$ cat src/rtl/srbc_pkg.sv
package srbc_pkg;

  // Field and register widths
  localparam int unsigned GAIN_W     = 18;
  localparam int unsigned PPT_W      = 20;
  localparam int unsigned THR_W      = 13;
  localparam int unsigned CFG_IDX_W  = 3;
  localparam int unsigned CFG_DATA_W = 20;
  localparam int unsigned ANGLE_W    = 16;
  localparam int unsigned DT_W       = 16;
  localparam int unsigned MS_W       = 32;
  localparam int unsigned WHEEL_W    = 26;
  localparam int unsigned PULSE_W    = 11;
  localparam int unsigned MODE_W     = 2;

  // Serial arithmetic unit
  localparam int unsigned ACC_W     = 66;  // shift-add accumulator
  localparam int unsigned MPL_W     = 20;  // multiplier shift register
  localparam int unsigned DIV_W     = 48;  // dividend / quotient shift register
  localparam int unsigned DSR_W     = 10;  // divisor and partial remainder
  localparam int unsigned CNT_W     = $clog2(DIV_W);
  localparam int unsigned TQ_MAG_W  = 45;  // |torque| < 2^44
  localparam int unsigned DT_SHIFT  = 16;  // Q.32 -> Q.16
  localparam int unsigned PWM_SHIFT = 36;
  localparam int unsigned RAMP_SHIFT = 3;  // 800/1500 == 8/15
  localparam int unsigned RAMP_EL_W  = 11; // elapsed < 1500 while ramping

  typedef enum logic [MODE_W-1:0] {
    MODE_LYING   = 2'd0,
    MODE_SPINUP  = 2'd1,
    MODE_KICK    = 2'd2,
    MODE_BALANCE = 2'd3
  } mode_e;

  typedef enum logic [CFG_IDX_W-1:0] {
    REG_ANGLE_GAIN     = 3'd0,
    REG_RATE_GAIN      = 3'd1,
    REG_WHEEL_GAIN     = 3'd2,
    REG_PWM_PER_TORQUE = 3'd3,
    REG_LYING_THR      = 3'd4,
    REG_CATCH_THR      = 3'd5,
    REG_FALL_THR       = 3'd6
  } cfg_reg_e;

  typedef enum logic [4:0] {
    ST_IDLE,
    ST_DECIDE,
    ST_TQ_ANGLE,
    ST_TQ_RATE,
    ST_TQ_WHEEL,
    ST_TQ_ABS,
    ST_MUL_DT,
    ST_DIV_K,
    ST_WSUM,
    ST_WABS,
    ST_MUL_99,
    ST_DIV_C,
    ST_CLAMP,
    ST_MUL_PWM,
    ST_PWM_CAP,
    ST_DIV_SPIN,
    ST_DONE
  } state_e;

  localparam logic [GAIN_W-1:0]  ANGLE_GAIN_RST = 18'd48497;
  localparam logic [GAIN_W-1:0]  RATE_GAIN_RST  = 18'd3932;
  localparam logic [GAIN_W-1:0]  WHEEL_GAIN_RST = 18'd328;
  localparam logic [PPT_W-1:0]   PPT_RST        = 20'd140351;
  localparam logic [THR_W-1:0]   LYING_THR_RST  = 13'd2145;
  localparam logic [THR_W-1:0]   CATCH_THR_RST  = 13'd1787;
  localparam logic [THR_W-1:0]   FALL_THR_RST   = 13'd2860;

  localparam logic [PULSE_W-1:0] PULSE_MIN  = 11'd1000;
  localparam logic [PULSE_W-1:0] PULSE_MAX  = 11'd2000;
  localparam logic [DSR_W-1:0]   PULSE_SPAN = 10'd1000;

  localparam logic [MS_W-1:0] LIE_HOLD_MS = 32'd2000;
  localparam logic [MS_W-1:0] RAMP_MS     = 32'd1500;
  localparam logic [MS_W-1:0] KICK_MS     = 32'd200;

  localparam logic [DSR_W-1:0] DSR_TICK  = 10'd1000; // us per ms
  localparam logic [DSR_W-1:0] DSR_DECAY = 10'd100;
  localparam logic [DSR_W-1:0] DSR_RAMP  = 10'd15;
  localparam logic [MPL_W-1:0] DECAY_NUM = 20'd99;

  localparam logic [WHEEL_W-1:0] WHEEL_LIMIT = 26'd32768000; // 500.0 in Q10.16

endpackage

$ cat src/rtl/self_righting_balance_controller.sv
// Channel  Dir   Handshake                 Payload
// in       sink  in_valid_i / in_stall_o   tilt_angle_i, tilt_rate_i,
//                                          tick_interval_us_i, now_ms_i
// out      src   out_valid_o / out_stall_i pulse_width_us_o, mode_o
// cfg      sink  cfg_valid_i / cfg_ready_o cfg_index_i, cfg_data_i
//
// One item at a time. Lying, kick, crash and end-of-ramp ticks go through
// accept, decide and result. A spin-up ramp tick adds 48 divider steps.
// A balancing tick runs everything through one bit-serial unit: shift-add
// multiplies (one multiplier bit per cycle, stopping once the remaining
// bits are zero) and two 48-step restoring divides.
// Reset (async, active low) restores mode lying, start time 0, wheel
// estimate 0 and the register defaults. A waiting result in the output
// register does not block the next accept; a finished item waits only
// if the previous result is still stalled.
module self_righting_balance_controller
  import srbc_pkg::*;
(
  input  logic                        clk_i,
  input  logic                        rst_ni,
  input  logic                        in_valid_i,
  output logic                        in_stall_o,
  input  logic signed [ANGLE_W-1:0]   tilt_angle_i,
  input  logic signed [ANGLE_W-1:0]   tilt_rate_i,
  input  logic        [DT_W-1:0]      tick_interval_us_i,
  input  logic        [MS_W-1:0]      now_ms_i,
  output logic                        out_valid_o,
  input  logic                        out_stall_i,
  output logic        [PULSE_W-1:0]   pulse_width_us_o,
  output logic        [MODE_W-1:0]    mode_o,
  input  logic                        cfg_valid_i,
  output logic                        cfg_ready_o,
  input  logic        [CFG_IDX_W-1:0] cfg_index_i,
  input  logic        [CFG_DATA_W-1:0] cfg_data_i
);

  // ---------------------------------------------------------------
  // Registers
  // ---------------------------------------------------------------
  state_e state_q, state_d;

  // config
  logic [GAIN_W-1:0] angle_gain_q, rate_gain_q, wheel_gain_q;
  logic [PPT_W-1:0]  ppt_q;
  logic [THR_W-1:0]  lying_thr_q, catch_thr_q, fall_thr_q;

  // controller state
  mode_e                     mode_q, mode_d;
  logic [MS_W-1:0]           start_q, start_d;
  logic signed [WHEEL_W-1:0] wheel_q, wheel_d;

  // latched item
  logic signed [ANGLE_W-1:0] tilt_q, rate_q;
  logic [DT_W-1:0]           dt_q;
  logic [MS_W-1:0]           now_q;

  // serial unit
  logic signed [ACC_W-1:0] acc_q, acc_d;
  logic signed [ACC_W-1:0] mcand_q, mcand_d;
  logic [MPL_W-1:0]        mplier_q, mplier_d;
  logic [DSR_W-1:0]        rem_q, rem_d;
  logic [DIV_W-1:0]        quo_q, quo_d;
  logic [DSR_W-1:0]        dsr_q, dsr_d;
  logic [CNT_W-1:0]        cnt_q, cnt_d;

  logic [TQ_MAG_W-1:0] tq_mag_q, tq_mag_d;
  logic                tq_neg_q, tq_neg_d;   // torque < 0
  logic                tq_pos_q, tq_pos_d;   // torque > 0
  logic                w_neg_q, w_neg_d;
  logic [PULSE_W-1:0]  pulse_q, pulse_d;

  // output register
  logic               out_valid_q, out_valid_d;
  logic [PULSE_W-1:0] out_pulse_q, out_pulse_d;
  mode_e              out_mode_q, out_mode_d;

  // ---------------------------------------------------------------
  // Handshake
  // ---------------------------------------------------------------
  logic in_acc, out_free;

  assign in_stall_o       = (state_q != ST_IDLE);
  assign in_acc           = in_valid_i && (state_q == ST_IDLE);
  assign out_free         = !out_valid_q || !out_stall_i;
  assign out_valid_o      = out_valid_q;
  assign pulse_width_us_o = out_pulse_q;
  assign mode_o           = out_mode_q;
  assign cfg_ready_o      = 1'b1;

  // ---------------------------------------------------------------
  // Mode decision terms
  // ---------------------------------------------------------------
  logic [ANGLE_W-1:0] mag;
  logic [MS_W-1:0]    elapsed;
  logic over_lying, over_fall, under_catch;
  logic el_hold, el_ramp, el_kick;

  // |tilt|; -32768 maps to 0x8000 as unsigned
  assign mag         = tilt_q[ANGLE_W-1] ? ANGLE_W'(-tilt_q) : ANGLE_W'(tilt_q);
  assign elapsed     = now_q - start_q;            // wraps mod 2^32
  assign over_lying  = mag > ANGLE_W'(lying_thr_q);
  assign over_fall   = mag > ANGLE_W'(fall_thr_q);
  assign under_catch = mag < ANGLE_W'(catch_thr_q);
  assign el_hold     = elapsed > LIE_HOLD_MS;
  assign el_ramp     = elapsed < RAMP_MS;
  assign el_kick     = elapsed > KICK_MS;

  // ---------------------------------------------------------------
  // Bit-serial multiply step: one multiplier bit per cycle
  // ---------------------------------------------------------------
  logic                    mul_sub, mul_last;
  logic signed [ACC_W-1:0] mul_sum, mul_acc;

  // torque terms accumulate negated
  assign mul_sub  = (state_q == ST_TQ_ANGLE) || (state_q == ST_TQ_RATE) ||
                    (state_q == ST_TQ_WHEEL);
  assign mul_sum  = mul_sub ? acc_q - mcand_q : acc_q + mcand_q;
  assign mul_acc  = mplier_q[0] ? mul_sum : acc_q;
  assign mul_last = (mplier_q[MPL_W-1:1] == '0);

  // ---------------------------------------------------------------
  // Restoring divide step: one quotient bit per cycle
  // ---------------------------------------------------------------
  logic [DSR_W:0]   div_trial;
  logic [DSR_W+1:0] div_diff;
  logic             div_ge, div_last;
  logic [DSR_W-1:0] div_rem;
  logic [DIV_W-1:0] div_quo;

  assign div_trial = {rem_q, quo_q[DIV_W-1]};
  assign div_diff  = {1'b0, div_trial} - {2'b00, dsr_q};
  assign div_ge    = !div_diff[DSR_W+1];
  assign div_rem   = div_ge ? div_diff[DSR_W-1:0] : div_trial[DSR_W-1:0];
  assign div_quo   = {quo_q[DIV_W-2:0], div_ge};
  assign div_last  = (cnt_q == '0);

  // ---------------------------------------------------------------
  // Shared helpers
  // ---------------------------------------------------------------
  logic signed [ACC_W-1:0]   acc_abs;
  logic signed [ACC_W-1:0]   wheel_ext;
  logic [ACC_W-1:0]          quo_ext;
  logic [WHEEL_W-1:0]        w_clamped;
  logic [ACC_W-PWM_SHIFT-1:0] pwm_off;
  logic [DSR_W-1:0]          pwm_cap;

  assign acc_abs   = acc_q[ACC_W-1] ? -acc_q : acc_q;
  assign wheel_ext = ACC_W'(wheel_q);
  assign quo_ext   = ACC_W'(quo_q);
  assign w_clamped = (quo_q > DIV_W'(WHEEL_LIMIT)) ? WHEEL_LIMIT : quo_q[WHEEL_W-1:0];
  assign pwm_off   = acc_q[ACC_W-1:PWM_SHIFT];
  assign pwm_cap   = (pwm_off > (ACC_W-PWM_SHIFT)'(PULSE_SPAN)) ? PULSE_SPAN
                                                               : pwm_off[DSR_W-1:0];

  // ---------------------------------------------------------------
  // Next state
  // ---------------------------------------------------------------
  always_comb begin
    state_d = state_q;
    unique case (state_q)
      ST_IDLE:     if (in_valid_i) state_d = ST_DECIDE;
      ST_DECIDE: begin
        unique case (mode_q)
          MODE_LYING:   state_d = ST_DONE;
          MODE_SPINUP:  state_d = el_ramp ? ST_DIV_SPIN : ST_DONE;
          MODE_KICK:    state_d = ST_DONE;
          MODE_BALANCE: state_d = over_fall ? ST_DONE : ST_TQ_ANGLE;
          default:      state_d = ST_DONE;
        endcase
      end
      ST_TQ_ANGLE: if (mul_last) state_d = ST_TQ_RATE;
      ST_TQ_RATE:  if (mul_last) state_d = ST_TQ_WHEEL;
      ST_TQ_WHEEL: if (mul_last) state_d = ST_TQ_ABS;
      ST_TQ_ABS:   state_d = ST_MUL_DT;
      ST_MUL_DT:   if (mul_last) state_d = ST_DIV_K;
      ST_DIV_K:    if (div_last) state_d = ST_WSUM;
      ST_WSUM:     state_d = ST_WABS;
      ST_WABS:     state_d = ST_MUL_99;
      ST_MUL_99:   if (mul_last) state_d = ST_DIV_C;
      ST_DIV_C:    if (div_last) state_d = ST_CLAMP;
      ST_CLAMP:    state_d = tq_pos_q ? ST_MUL_PWM : ST_DONE;
      ST_MUL_PWM:  if (mul_last) state_d = ST_PWM_CAP;
      ST_PWM_CAP:  state_d = ST_DONE;
      ST_DIV_SPIN: if (div_last) state_d = ST_DONE;
      ST_DONE:     if (out_free) state_d = ST_IDLE;
      default:     state_d = ST_IDLE;
    endcase
  end

  // ---------------------------------------------------------------
  // Datapath and outputs
  // ---------------------------------------------------------------
  always_comb begin
    mode_d      = mode_q;
    start_d     = start_q;
    wheel_d     = wheel_q;
    acc_d       = acc_q;
    mcand_d     = mcand_q;
    mplier_d    = mplier_q;
    rem_d       = rem_q;
    quo_d       = quo_q;
    dsr_d       = dsr_q;
    cnt_d       = cnt_q;
    tq_mag_d    = tq_mag_q;
    tq_neg_d    = tq_neg_q;
    tq_pos_d    = tq_pos_q;
    w_neg_d     = w_neg_q;
    pulse_d     = pulse_q;
    out_valid_d = out_valid_q && out_stall_i;
    out_pulse_d = out_pulse_q;
    out_mode_d  = out_mode_q;

    unique case (state_q)
      ST_DECIDE: begin
        pulse_d = PULSE_MIN;
        unique case (mode_q)
          MODE_LYING: begin
            // stay down long enough before trying to stand up
            if (over_lying) begin
              if (el_hold) begin
                mode_d  = MODE_SPINUP;
                start_d = now_q;
              end
            end else begin
              start_d = now_q;
            end
          end
          MODE_SPINUP: begin
            if (el_ramp) begin
              // ramp offset = elapsed*8/15
              quo_d = DIV_W'({elapsed[RAMP_EL_W-1:0], RAMP_SHIFT'(0)});
              rem_d = '0;
              dsr_d = DSR_RAMP;
              cnt_d = CNT_W'(DIV_W-1);
            end else begin
              mode_d  = MODE_KICK;
              start_d = now_q;
            end
          end
          MODE_KICK: begin
            if (el_kick || under_catch) mode_d = MODE_BALANCE;
          end
          MODE_BALANCE: begin
            if (over_fall) begin
              mode_d  = MODE_LYING;
              start_d = now_q;
            end else begin
              acc_d    = '0;
              mcand_d  = ACC_W'(tilt_q) <<< 4;
              mplier_d = MPL_W'(angle_gain_q);
            end
          end
          default: ;
        endcase
      end

      ST_TQ_ANGLE: begin
        acc_d    = mul_acc;
        mcand_d  = mcand_q <<< 1;
        mplier_d = mplier_q >> 1;
        if (mul_last) begin
          mcand_d  = ACC_W'(rate_q) <<< 6;
          mplier_d = MPL_W'(rate_gain_q);
        end
      end

      ST_TQ_RATE: begin
        acc_d    = mul_acc;
        mcand_d  = mcand_q <<< 1;
        mplier_d = mplier_q >> 1;
        if (mul_last) begin
          mcand_d  = wheel_ext;
          mplier_d = MPL_W'(wheel_gain_q);
        end
      end

      ST_TQ_WHEEL: begin
        acc_d    = mul_acc;
        mcand_d  = mcand_q <<< 1;
        mplier_d = mplier_q >> 1;
      end

      ST_TQ_ABS: begin
        // acc holds torque; keep sign and magnitude, start |torque|*dt
        tq_neg_d = acc_q[ACC_W-1];
        tq_pos_d = !acc_q[ACC_W-1] && (acc_q != '0);
        tq_mag_d = acc_abs[TQ_MAG_W-1:0];
        mcand_d  = ACC_W'(acc_abs[TQ_MAG_W-1:0]);
        mplier_d = MPL_W'(dt_q);
        acc_d    = '0;
      end

      ST_MUL_DT: begin
        acc_d    = mul_acc;
        mcand_d  = mcand_q <<< 1;
        mplier_d = mplier_q >> 1;
        if (mul_last) begin
          // /65536000 == >>16 then /1000 on the magnitude
          quo_d = mul_acc[DT_SHIFT +: DIV_W];
          rem_d = '0;
          dsr_d = DSR_TICK;
          cnt_d = CNT_W'(DIV_W-1);
        end
      end

      ST_DIV_K, ST_DIV_C: begin
        rem_d = div_rem;
        quo_d = div_quo;
        cnt_d = cnt_q - 1'b1;
      end

      ST_WSUM: begin
        acc_d = tq_neg_q ? wheel_ext - quo_ext : wheel_ext + quo_ext;
      end

      ST_WABS: begin
        // decay on the magnitude so the divide truncates toward zero
        w_neg_d  = acc_q[ACC_W-1];
        mcand_d  = acc_abs;
        mplier_d = DECAY_NUM;
        acc_d    = '0;
      end

      ST_MUL_99: begin
        acc_d    = mul_acc;
        mcand_d  = mcand_q <<< 1;
        mplier_d = mplier_q >> 1;
        if (mul_last) begin
          quo_d = mul_acc[DIV_W-1:0];
          rem_d = '0;
          dsr_d = DSR_DECAY;
          cnt_d = CNT_W'(DIV_W-1);
        end
      end

      ST_CLAMP: begin
        wheel_d = w_neg_q ? $signed(-w_clamped) : $signed(w_clamped);
        if (tq_pos_q) begin
          acc_d    = '0;
          mcand_d  = ACC_W'(tq_mag_q);
          mplier_d = ppt_q;
        end
      end

      ST_MUL_PWM: begin
        acc_d    = mul_acc;
        mcand_d  = mcand_q <<< 1;
        mplier_d = mplier_q >> 1;
      end

      ST_PWM_CAP: begin
        pulse_d = PULSE_MIN + PULSE_W'(pwm_cap);
      end

      ST_DIV_SPIN: begin
        rem_d = div_rem;
        quo_d = div_quo;
        cnt_d = cnt_q - 1'b1;
        if (div_last) pulse_d = PULSE_MIN + PULSE_W'(div_quo[DSR_W-1:0]);
      end

      ST_DONE: begin
        if (out_free) begin
          out_valid_d = 1'b1;
          out_pulse_d = pulse_q;
          out_mode_d  = mode_q;
        end
      end

      default: ;
    endcase
  end

  // ---------------------------------------------------------------
  // Control registers
  // ---------------------------------------------------------------
  always_ff @(posedge clk_i or negedge rst_ni) begin
    if (!rst_ni) begin
      state_q     <= ST_IDLE;
      mode_q      <= MODE_LYING;
      start_q     <= '0;
      wheel_q     <= '0;
      out_valid_q <= 1'b0;
    end else begin
      state_q     <= state_d;
      mode_q      <= mode_d;
      start_q     <= start_d;
      wheel_q     <= wheel_d;
      out_valid_q <= out_valid_d;
    end
  end

  // configuration; unlisted indexes are dropped
  always_ff @(posedge clk_i or negedge rst_ni) begin
    if (!rst_ni) begin
      angle_gain_q <= ANGLE_GAIN_RST;
      rate_gain_q  <= RATE_GAIN_RST;
      wheel_gain_q <= WHEEL_GAIN_RST;
      ppt_q        <= PPT_RST;
      lying_thr_q  <= LYING_THR_RST;
      catch_thr_q  <= CATCH_THR_RST;
      fall_thr_q   <= FALL_THR_RST;
    end else if (cfg_valid_i && cfg_ready_o) begin
      unique case (cfg_reg_e'(cfg_index_i))
        REG_ANGLE_GAIN:     angle_gain_q <= cfg_data_i[GAIN_W-1:0];
        REG_RATE_GAIN:      rate_gain_q  <= cfg_data_i[GAIN_W-1:0];
        REG_WHEEL_GAIN:     wheel_gain_q <= cfg_data_i[GAIN_W-1:0];
        REG_PWM_PER_TORQUE: ppt_q        <= cfg_data_i[PPT_W-1:0];
        REG_LYING_THR:      lying_thr_q  <= cfg_data_i[THR_W-1:0];
        REG_CATCH_THR:      catch_thr_q  <= cfg_data_i[THR_W-1:0];
        REG_FALL_THR:       fall_thr_q   <= cfg_data_i[THR_W-1:0];
        default: ;
      endcase
    end
  end

  // ---------------------------------------------------------------
  // Payload registers
  // ---------------------------------------------------------------
  always_ff @(posedge clk_i) begin
    if (in_acc) begin
      tilt_q <= tilt_angle_i;
      rate_q <= tilt_rate_i;
      dt_q   <= tick_interval_us_i;
      now_q  <= now_ms_i;
    end
  end

  always_ff @(posedge clk_i) begin
    acc_q       <= acc_d;
    mcand_q     <= mcand_d;
    mplier_q    <= mplier_d;
    rem_q       <= rem_d;
    quo_q       <= quo_d;
    dsr_q       <= dsr_d;
    cnt_q       <= cnt_d;
    tq_mag_q    <= tq_mag_d;
    tq_neg_q    <= tq_neg_d;
    tq_pos_q    <= tq_pos_d;
    w_neg_q     <= w_neg_d;
    pulse_q     <= pulse_d;
    out_pulse_q <= out_pulse_d;
    out_mode_q  <= out_mode_d;
  end

endmodule

$ cat config.mk
export PLATFORM = sky130hd
export DESIGN_NAME = self_righting_balance_controller
export DESIGN_NICKNAME = d
export VERILOG_FILES = /design/src/rtl/srbc_pkg.sv /design/src/rtl/self_righting_balance_controller.sv
export SDC_FILE = /design/constraint.sdc
export NUM_CORES = 2
export LEC_CHECK = 0
export BUFFER_PORTS_ARGS = -buffer_cell sky130_fd_sc_hd__buf_2
export CORE_MARGIN = 2
export CORE_UTILIZATION = 45
export CTS_CLUSTER_SIZE = 8
export DETAILED_ROUTE_END_ITERATION = 10
export PLACE_DENSITY = 0.69
export SETUP_SLACK_MARGIN = 0.2
export SLEW_MARGIN = 20
export SYNTH_ARGS = -nofsm -noshare
export SYNTH_HDL_FRONTEND = slang
export SYNTH_SLANG_ARGS = --single-unit
export TNS_END_PERCENT = 50
$ cat constraint.sdc
create_clock -name clk_i -period 8.5 [get_ports clk_i]
set_clock_uncertainty 0.2 [all_clocks]
set_input_delay 1.275 -clock clk_i [delete_from_list [all_inputs] [get_ports clk_i]]
set_output_delay 1.275 -clock clk_i [all_outputs]
set_load 0.005 [all_outputs]
==> metrics.yaml <==
detailed_routing:
  first_iter_violations: 3895
  routed-via-count: 32800
  wl_per_cell_um: 23.3
  drc: 0
  vias_per_cell: 6.24
  drtAntennaViolNets: 0
  drt_pass1_iterations: 8
  wl_mm: 122
floorplan:
  core_area_mm2: 0.0847
  die_h_um: 296
  floorplan.initialDensity: 0.452
  fp.dieW_um: 296
  die-area_mm2: 0.0876
  num_rows: 107
  pin_count: 124
worst_setup_path:
  required_ps: 8660
  cp_max_fo: 11
  cp_slowest_cell: "o311ai_0"
  critPathArrivalTime_ps: 7360
  critPathKind: "register to register"
  startpoint_type: "register"
  crit_chain: "inv_1 -> ha_1 -> nand2b_1 -> or3_1 -> or3_1 -> or3_4 -> or2_2 -> nor2_1 -> nand3b_1 -> o31ai_1 -> xor2_1 -> ha_1 -> nand4_1 -> or2_2 -> or4_1 -> o311ai_0 -> a41oi_1 -> o31ai_1 -> a21oi_1 -> xnor2_1 -> mux2i_1 -> o221ai_1"
  max_stage_delay_ps: 800
  crit_path_end_kind: "register"
final_layout:
  fin_nets: 4357
  area_growth_pct: 11.0
  layout-drive-gt1-share: 0.130
logic_synthesis:
  ys_types: 90
  synth_common_cells: "393 x nand2_1, 373 x edfxtp_1, 259 x nor2_1"
  syn_area_per_cell_um2: 9.59
  synth_top_cell_area_share: 0.292
  syn_nets: 4316
  synthArstFlopShare: 0.324
  synth-seq-area-share: 0.411
  synth.most_common_cell: "nand2_1"
  synth_cells: 4000
  synth_area_mm2: 0.0383
  synth-edff-count: 373
  synth_top_cells_by_area: "edfxtp_1 29%, dfrtp_1 8.5%, ha_1 6.7%"
  yosysTopAreaCell: "edfxtp_1"
  synthFlopType: "edfxtp_1"
  synth.ff_latch_count: 552
  synth_warnings: 0
placed_design:
  port_buffers: 122
  detailed_place_hpwl_mm: 89.9
  gp_congestion: 1.03
timing:
  timing.fmax_mhz: 139
  layout_min_cycle_time_ps: 7200
  slew_headroom: 0.266
  finalSetupViolCount: 0
  rsz0062_at_grt: "no"
  tightestPinTransition_ps: 1090
  setup_tns_ps: 0
  slew_violations: 0
  hold_viol_final: 0
  finalCritPeriodShare: 0.847
status:
  status: "finished, final reports clean"
job:
  maxCapViolCount: 0
clocking:
  ctsResizeCount: 0
  cts_buffers: 80
  htree_levels: 3
  post_cts_buffers: 0
  clkLatencyLatePin_ps: 680
  cts-hold-fix-buffers: 0
  clock-sinks: 552
  cts_tree: "done"
  path_clk_slew_ps: 60
  cts_max_path_buffers: 3
  root_buffer: "clkbuf_16"
global_routing:
  antenna_found_initial: 3
  grt_pass1_wl_mm: 186
  grt_util_all_layers: 0.275
  grt_overflow: 0
  grt_pass1_vias: 31200
  grt_max_degree: 115
hold_path:
  hold_path.class: "register to register"
==> routing by layer <==
metal	GRT usage	part of all wire	wire, um	vias to the layer above
met5	0	0.00030	37	-
met4	0.116	0.043	5320	6
met3	0.0625	0.092	11300	288
met2	0.426	0.45	54500	1440
met1	0.371	0.42	51300	15900
li1	-	-	-	15100
==> per-stage QoR <==
step                worst slack (ps)  std cells  area (um^2)   util  hold WS (ps)
finish                          1300       5250        42500  0.502           216
global route                     917       5248        42500  0.502           220
CTS                             1380       5247        42500  0.502           215
detailed placement              1450       5102        40100  0.473           205
global placement                1570       5102        40100  0.473           207
floorplan                       1390       4000        38300      -           200
==> layout make-up <==
type                    count  area (um^2)
fillers                  7780        42200
well taps                1144         1430
clock inverters            10          206
multi-input cells        3073        21300
flip-flops and latches    552        15700
inverters                 152          571
clock buffers             135         2230
diodes                      2         5.00
repair buffers            182         1090
==> critical path, delay by kind of cell, from the launching register on <==
kind	cells	cell delay (ps)
AOI/OAI and AO/OA	6	2060
xor gates and xnor gates	2	240
adders and majority gates	2	670
buffers and inverters	1	100
DFF	1	410
muxes	1	210
and+or+nand+nor	10	3000
==> cell families (layout without fill, tap and decap cells) <==
family	after synthesis	after routing	synth area share
multiplexers	205	205	0.0581
adder cells (fa/ha/maj)	208	208	0.0687
AO/OA/AOI/OAI	1157	1157	0.203
buffers and inverters	375	479	0.0368
AND/OR/NAND/NOR	1179	1179	0.149
other	1	3	0.0000978
XOR/XNOR	323	323	0.0738
flip-flops	552	552	0.411
==> final timing paths <==
kind	slack, ps	cells past startpoint	end	start
worst max-delay path	1300	22	quo_q[39]	mcand_q[0]
worst min-delay path	220	0	pulse_width_us_o[6]	pulse_q[6]
worst max register to register	1300	22	quo_q[39]	mcand_q[0]
worst min register to register	220	0	pulse_width_us_o[6]	pulse_q[6]
max in group asynchronous	5960	2	wheel_q[25]	rst_ni
min in group asynchronous	540	1	rate_gain_q[7]	rst_ni
==> sequential cells by signal (all words and copies together) (netlist names), 13 cells and up <==
register      cells
wheel_q          26
start_q          32
ppt_q            20
tilt_q           16
mplier_q         20
now_q            32
fall_thr_q       13
angle_gain_q     18
dt_q             16
catch_thr_q      13
lying_thr_q      13
acc_q            66
wheel_gain_q     18
tq_mag_q         45
rate_gain_q      18
quo_q            48
rate_q           16
mcand_q          66
==> placed cells by master (no fill, tap or decap), types with 77 or more instances in the layout <==
master / netlist / layout
a21o_1: 93 / 93
a21oi_1: 233 / 231
buf_2: 1 / 121
clkbuf_16: 0 / 80
dfrtp_1: 130 / 130
edfxtp_1: 373 / 373
ha_1: 204 / 204
inv_1: 149 / 149
mux2_2: 141 / 141
nand2_1: 393 / 393
nand3_1: 80 / 79
nor2_1: 259 / 255
nor3_1: 81 / 77
o21ai_0: 256 / 256
xnor2_1: 201 / 201
xor2_1: 122 / 122
Power is not shown: default switching activity piles up to over one toggle a cycle in this logic, so the estimate is an artifact.
